File: src/sv/nhes_pkg.sv
// Shared types, constants and helpers of the NAL header and emulation strip block.
package nhes_pkg;

  // NAL unit types that carry an extension header after byte 0
  localparam logic [4:0] TYPE_PREFIX    = 5'd14;
  localparam logic [4:0] TYPE_SLICE_EXT = 5'd20;
  localparam logic [4:0] TYPE_DEPTH_EXT = 5'd21;

  // Emulation prevention byte that ends the 0x000003 pattern
  localparam logic [7:0] EPB_BYTE = 8'h03;

  // Position counter saturates here
  localparam logic [2:0] POS_MAX = 3'd4;

  // Header lengths in bytes
  localparam logic [2:0] HDR_LEN_BASE  = 3'd1;
  localparam logic [2:0] HDR_LEN_SHORT = 3'd3;
  localparam logic [2:0] HDR_LEN_LONG  = 3'd4;

  // Zero run counter saturates at two
  localparam logic [1:0] ZERO_RUN_MAX = 2'd2;

  typedef struct packed {
    logic       payload_valid;
    logic [7:0] payload_byte;
    logic       unit_end;
    logic       forbidden_bit;
    logic [1:0] ref_level;
    logic [4:0] unit_type;
    logic       extension_flag;
    logic [2:0] header_length;
  } result_t;

  function automatic logic has_ext_header(input logic [4:0] unit_type);
    return (unit_type == TYPE_PREFIX) || (unit_type == TYPE_SLICE_EXT) ||
           (unit_type == TYPE_DEPTH_EXT);
  endfunction

endpackage

File: src/sv/nhes_parse.sv
// Per-unit parse state and the single-pass header/payload decision for one byte.
module nhes_parse (
  input  logic             clk_i,
  input  logic             rst_ni,
  input  logic             step_i,
  input  logic [7:0]       data_byte_i,
  input  logic             first_of_unit_i,
  input  logic             last_of_unit_i,
  output nhes_pkg::result_t result_o
);

  logic [2:0] byte_position_q, byte_position_d;
  logic [1:0] zero_run_q, zero_run_d;
  logic       forbidden_q, forbidden_d;
  logic [1:0] ref_level_q, ref_level_d;
  logic [4:0] type_q, type_d;
  logic       extension_q, extension_d;
  logic [2:0] hdr_len_q, hdr_len_d;

  logic [2:0] pos;
  logic       pay_valid;
  logic [7:0] pay_byte;

  always_comb begin
    pos          = first_of_unit_i ? 3'd0 : byte_position_q;
    zero_run_d   = zero_run_q;
    forbidden_d  = forbidden_q;
    ref_level_d  = ref_level_q;
    type_d       = type_q;
    extension_d  = extension_q;
    hdr_len_d    = hdr_len_q;
    pay_valid    = 1'b0;
    pay_byte     = 8'd0;

    if (pos == 3'd0) begin
      // header byte 0: latch the unit's fields
      forbidden_d = data_byte_i[7];
      ref_level_d = data_byte_i[6:5];
      type_d      = data_byte_i[4:0];
      extension_d = 1'b0;
      hdr_len_d   = nhes_pkg::has_ext_header(data_byte_i[4:0]) ?
                    nhes_pkg::HDR_LEN_LONG : nhes_pkg::HDR_LEN_BASE;
      zero_run_d  = 2'd0;
    end else if (pos == 3'd1 && nhes_pkg::has_ext_header(type_q)) begin
      extension_d = data_byte_i[7];
      if (type_q == nhes_pkg::TYPE_DEPTH_EXT) begin
        hdr_len_d = data_byte_i[7] ? nhes_pkg::HDR_LEN_SHORT : nhes_pkg::HDR_LEN_LONG;
      end
    end else if (pos >= hdr_len_q) begin
      if (zero_run_q == nhes_pkg::ZERO_RUN_MAX && data_byte_i == nhes_pkg::EPB_BYTE) begin
        // drop the emulation prevention byte, restart the zero count
        zero_run_d = 2'd0;
      end else begin
        pay_valid = 1'b1;
        pay_byte  = data_byte_i;
        if (data_byte_i == 8'd0) begin
          zero_run_d = (zero_run_q == nhes_pkg::ZERO_RUN_MAX) ?
                       nhes_pkg::ZERO_RUN_MAX : zero_run_q + 2'd1;
        end else begin
          zero_run_d = 2'd0;
        end
      end
    end

    if (last_of_unit_i) begin
      byte_position_d = 3'd0;
    end else begin
      byte_position_d = (pos < nhes_pkg::POS_MAX) ? pos + 3'd1 : nhes_pkg::POS_MAX;
    end

    result_o.payload_valid  = pay_valid;
    result_o.payload_byte   = pay_byte;
    result_o.unit_end       = last_of_unit_i;
    result_o.forbidden_bit  = forbidden_d;
    result_o.ref_level      = ref_level_d;
    result_o.unit_type      = type_d;
    result_o.extension_flag = extension_d;
    result_o.header_length  = hdr_len_d;
  end

  always_ff @(posedge clk_i or negedge rst_ni) begin
    if (!rst_ni) begin
      byte_position_q <= 3'd0;
      zero_run_q      <= 2'd0;
      forbidden_q     <= 1'b0;
      ref_level_q     <= 2'd0;
      type_q          <= 5'd0;
      extension_q     <= 1'b0;
      hdr_len_q       <= nhes_pkg::HDR_LEN_BASE;
    end else if (step_i) begin
      byte_position_q <= byte_position_d;
      zero_run_q      <= zero_run_d;
      forbidden_q     <= forbidden_d;
      ref_level_q     <= ref_level_d;
      type_q          <= type_d;
      extension_q     <= extension_d;
      hdr_len_q       <= hdr_len_d;
    end
  end

endmodule

File: src/sv/nal_header_and_emulation_strip.sv
// Top level of the NAL header parser and emulation prevention byte remover.
//
// Takes a NAL unit one byte per item and returns one result item per byte.
// Header byte 0 gives the forbidden bit, reference level and unit type; types
// 14 and 20 carry a 4-byte header, type 21 a 3-byte header when the top bit of
// byte 1 is set and 4 bytes otherwise, all others 1 byte. Header bytes come
// out with payload_valid low. Payload bytes pass through, except that a 0x03
// following two or more zero payload bytes is dropped (payload_valid low,
// payload_byte zero). The header fields on each result show the unit's values
// as known after that byte. A byte with first_of_unit, or any byte after a
// byte with last_of_unit (or the first after reset), starts a new unit.
// Throughput is one item per clock cycle while out_ready_i keeps results
// draining. An accepted item is held in the input register until the result
// register is free or drains; the parse logic and state update then feed
// the result register. The result register and the input register are parted
// so a new item is taken while a result waits.
module nal_header_and_emulation_strip (
  input  logic       clk_i,
  input  logic       rst_ni,
  input  logic       in_valid_i,
  output logic       in_ready_o,
  input  logic [7:0] data_byte_i,
  input  logic       first_of_unit_i,
  input  logic       last_of_unit_i,
  output logic       out_valid_o,
  input  logic       out_ready_i,
  output logic       payload_valid_o,
  output logic [7:0] payload_byte_o,
  output logic       unit_end_o,
  output logic       forbidden_bit_o,
  output logic [1:0] ref_level_o,
  output logic [4:0] unit_type_o,
  output logic       extension_flag_o,
  output logic [2:0] header_length_o
);

  // Input register stage
  logic       in_valid_q;
  logic [7:0] in_byte_q;
  logic       in_first_q;
  logic       in_last_q;

  // Result register stage
  logic              out_valid_q;
  nhes_pkg::result_t out_q;
  nhes_pkg::result_t res;

  logic advance;

  // Move the held item into the result register when that slot is free or drains
  assign advance    = in_valid_q && (!out_valid_q || out_ready_i);
  assign in_ready_o = !in_valid_q || advance;

  always_ff @(posedge clk_i or negedge rst_ni) begin
    if (!rst_ni) begin
      in_valid_q <= 1'b0;
    end else if (in_ready_o) begin
      in_valid_q <= in_valid_i;
    end
  end

  // Payload of the input stage: load on accept, hold otherwise
  always_ff @(posedge clk_i) begin
    if (in_valid_i && in_ready_o) begin
      in_byte_q  <= data_byte_i;
      in_first_q <= first_of_unit_i;
      in_last_q  <= last_of_unit_i;
    end
  end

  // Parse state advances exactly once per item, as it enters the result stage
  nhes_parse u_parse (
    .clk_i           (clk_i),
    .rst_ni          (rst_ni),
    .step_i          (advance),
    .data_byte_i     (in_byte_q),
    .first_of_unit_i (in_first_q),
    .last_of_unit_i  (in_last_q),
    .result_o        (res)
  );

  always_ff @(posedge clk_i or negedge rst_ni) begin
    if (!rst_ni) begin
      out_valid_q <= 1'b0;
    end else if (advance) begin
      out_valid_q <= 1'b1;
    end else if (out_ready_i) begin
      out_valid_q <= 1'b0;
    end
  end

  always_ff @(posedge clk_i) begin
    if (advance) begin
      out_q <= res;
    end
  end

  assign out_valid_o      = out_valid_q;
  assign payload_valid_o  = out_q.payload_valid;
  assign payload_byte_o   = out_q.payload_byte;
  assign unit_end_o       = out_q.unit_end;
  assign forbidden_bit_o  = out_q.forbidden_bit;
  assign ref_level_o      = out_q.ref_level;
  assign unit_type_o      = out_q.unit_type;
  assign extension_flag_o = out_q.extension_flag;
  assign header_length_o  = out_q.header_length;

endmodule

File: config.mk
export PLATFORM = sky130hd
export DESIGN_NAME = nal_header_and_emulation_strip
export DESIGN_NICKNAME = d
export VERILOG_FILES = /design/src/sv/nhes_pkg.sv /design/src/sv/nhes_parse.sv /design/src/sv/nal_header_and_emulation_strip.sv
export SDC_FILE = /design/constraint.sdc
export NUM_CORES = 1
export LEC_CHECK = 0
export BUFFER_PORTS_ARGS = -buffer_cell sky130_fd_sc_hd__buf_2
export CORE_MARGIN = 2
export CORE_UTILIZATION = 35
export DETAILED_ROUTE_END_ITERATION = 8
export PLACE_DENSITY = 0.66
export RECOVER_POWER = 25
export SLEW_MARGIN = 40
export SYNTH_ARGS = -nofsm -noshare
export SYNTH_HDL_FRONTEND = slang
export SYNTH_HIERARCHICAL = 1
export SYNTH_SLANG_ARGS = --single-unit
File: constraint.sdc
create_clock -name clk_i -period 5.5 [get_ports clk_i]
set_input_delay 1.1 -clock clk_i [delete_from_list [all_inputs] [get_ports clk_i]]
set_output_delay 1.1 -clock clk_i [all_outputs]
set_load 0.03 [all_outputs]
==> metrics.yaml <==
netlist_area_mm2: 0.00234
post_cts_buffers: 0
setup_tns_ps: 0
cp-end-kind: "primary output"
slew_viol_final: 0
period_share: 0.486
critical_path.top_delay_family: "buffers and inverters"
status: "completed"
multi_input_area_um2: 800
netlist_instances: 183
cts_buffers: 5
hp-class: "reg -> reg"
clkPwrFrac: 0.280
startpoint: "out_ready_i"
fin_hold_ws_ps: 491
stdcell_count: 297
sw_frac_of_total: 0.287
drcViolationCount: 0
clk_latency_ps: 310
seqPwrFrac: 0.530
critPathLaunchType: "primary input"
placed_area_mm2: 0.00257
clkSinkCount: 51
power_frac_comb: 0.190
slowest_delay_ps: 200
die_area_mm2: 0.00737
mostFrequentLayoutCells: "buf_2, edfxtp_1, nand2_1, dfrtp_1"
path_depth: 3
routed_via_density: 4.80
die_h_um: 85.8
die_x_um: 85.8
first_global_vias: 1392
dr.pass1.iters: 6
grt_overflow: 0
hpwl_um: 2810
path_buf_inv: 2
antenna_found_initial: 0
yosysUniqueCellTypes: 48
rsz0062_at_grt: "false"
seqCellArea_mm2: 0.00144
ys_seq_area_frac: 0.613
num_rows: 29
intPower_uw: 660
gp_congestion: 0.763
worstSetupPathType: "in -> out"
fmax_mhz: 374
ff2ff_path_depth: 8
tritoncts: "built"
grt_max_degree: 42
r2r-end: "payload_byte_o[3]"
setup_viol: 0
avgSynthCellArea_um2: 12.8
layout-drive-gt1-share: 0.327
tightest_slew_ps: 1130
grt_pass1_wl_um: 6680
track_usage: 0.117
finalHoldViolCount: 0
io_pins: 38
crit_top_cell: "buf_2"
synth_nets: 202
hold_buffers: 0
period_minus_slack_ps: 2670
r2r-start: "in_first_q"
pwr_density_cell_mw_per_mm2: 347
final_cell_area_mm2: 0.00267
crit_chain: "buf_2 -> nand3b_1 -> buf_2"
core_area_mm2: 0.00642
power_uw: 925
clockRootBuffer: "clkbuf_8"
peakVddDrop_v: 0.000165
areaGrowthSynthToFinish_pct: 13.9
endpoint: "in_ready_o"
drt_iter0_markers: 55
num_antenna_cells: 0
final_common_cell: "buf_2"
port_buffers: 37
p_switching_uw: 265
clk_path_buf_depth: 2
ys_warn_count: 6
wl_um: 4050
synth_seq_cells: 51
start_util: 0.365
htree_levels: 2
ant_nets: 0
async_reset_ff_frac: 0.373
nNetsFinal: 238
cts_repair_resize_count: 0
min_from: "in_valid_q"
critical_path_peak_fanout: 3
yosys_most_used_dff: "edfxtp_1"
clk_pin_slew_ps: 90
r2r_slack_ps: 3400
fin_worst_skew_ps: 10.9
cap_violations: 0
relSlewSlack: 0.250
synth_enable_flop_cells: 32
dp_cells: 289
fill_cells: 613
wl_per_cell_um: 13.6
slowest_stage: "buf_2"
critPathRequiredTime_ps: 4400
p_leak_nw: 1.10
vias: 1426
arrival_ps: 1570
## sequential cells by signal, summed over array words and instances, names as in the netlist
name,flops
in_valid_q,1
u_parse/forbidden_q,1
in_first_q,1
unit_type_o,5
payload_valid_o,1
u_parse/extension_q,1
u_parse/ref_level_q,2
u_parse/byte_position_q,3
u_parse/zero_run_q,2
u_parse/type_q,5
forbidden_bit_o,1
u_parse/hdr_len_q,3
in_last_q,1
out_valid_o,1
header_length_o,3
in_byte_q,8
payload_byte_o,8
ref_level_o,2
unit_end_o,1
extension_flag_o,1
## worst register-to-register path: stages (launching register included)
cell and delay [ps]:
edfxtp_1 500, nor2_1 220, inv_2 60, ha_1 180
and2_2 210, o211ai_4 110, nand2_2 120, nor3_2 400
and2_1 190
## Yosys cell counts (2+ instances only)
cell type | instances | area (um^2)
mux2_2 | 8 | 90.1
nand2b_1 | 6 | 37.5
nor2b_1 | 2 | 12.5
a22o_1 | 2 | 17.5
buf_4 | 4 | 30.0
dfrtp_1 | 18 | 450
buf_2 | 3 | 15.0
a21oi_1 | 2 | 10.0
ha_1 | 5 | 62.6
nor2_1 | 8 | 30.0
o2bb2ai_1 | 2 | 17.5
o21ai_0 | 8 | 40.0
a21boi_1 | 2 | 15.0
nand2_1 | 29 | 109
nor3_1 | 3 | 15.0
inv_2 | 2 | 7.51
nand3_1 | 3 | 15.0
and2_1 | 7 | 43.8
inv_1 | 7 | 26.3
edfxtp_1 | 32 | 961
mux2i_1 | 3 | 30.0
## area by class of cell
cell class,count,share of cell area
Sequential cell,51,0.538
Multi-Input combinational cell,114,0.299
Timing Repair Buffer,38,0.0717
Tap cell,77,0.0361
Clock buffer,5,0.0258
Clock inverter,3,0.0159
Inverter,9,0.0127
## per-layer routing
metal / up-vias / track usage / wire (um)
li1: 708 / - / -
met1: 682 / 0.153 / 1960
met2: 31 / 0.191 / 1870
met3: 5 / 0.0269 / 166
met4: 0 / 0.0433 / 50
met5: - / 0 / 0
## power groups by stage
| stage | Combinational (mW) | Clock (mW) | Sequential [mW] |
|---|---|---|---|
| global placement | 0.174 | 0 | 0.498 |
| detailed placement | 0.178 | 0 | 0.499 |
| global route | 0.193 | 0.280 | 0.497 |
| floorplan | 0.104 | 0 | 0.528 |
| finish | 0.176 | 0.259 | 0.490 |
| CTS | 0.178 | 0.268 | 0.491 |
## how the worst min path moves through the flow
stage | slack [ps] | cells past startpoint | to
4_1_cts | 500 | 2 | u_parse/hdr_len_q[0]
3_5_place_dp | 490 | 2 | u_parse/hdr_len_q[0]
6_report | 490 | 1 | out_valid_o
2_1_floorplan | 460 | 2 | u_parse/hdr_len_q[0]
5_1_grt | 540 | 2 | u_parse/hdr_len_q[0]
3_3_place_gp | 490 | 1 | u_parse/forbidden_q
## metrics by stage
step	setup slack (ps)	utilization
after global routing	2800	0.416
final	2830	0.416
after detailed placement	2870	0.401
after global placement	2870	0.401
after floorplan	2710	-
after CTS	2870	0.418
## kinds of logic (layout without fill, tap and decap cells)
| group | Yosys count | after routing | share of synthesized area |
|---|---|---|---|
| AOI/OAI and AO/OA | 23 | 23 | 0.0715 |
| adders and majority gates | 5 | 5 | 0.0267 |
| buffers and inverters | 18 | 55 | 0.0400 |
| DFF | 51 | 51 | 0.613 |
| muxes | 11 | 11 | 0.0513 |
| and+or+nand+nor | 75 | 75 | 0.197 |
(Power assumes the default switching activity.)
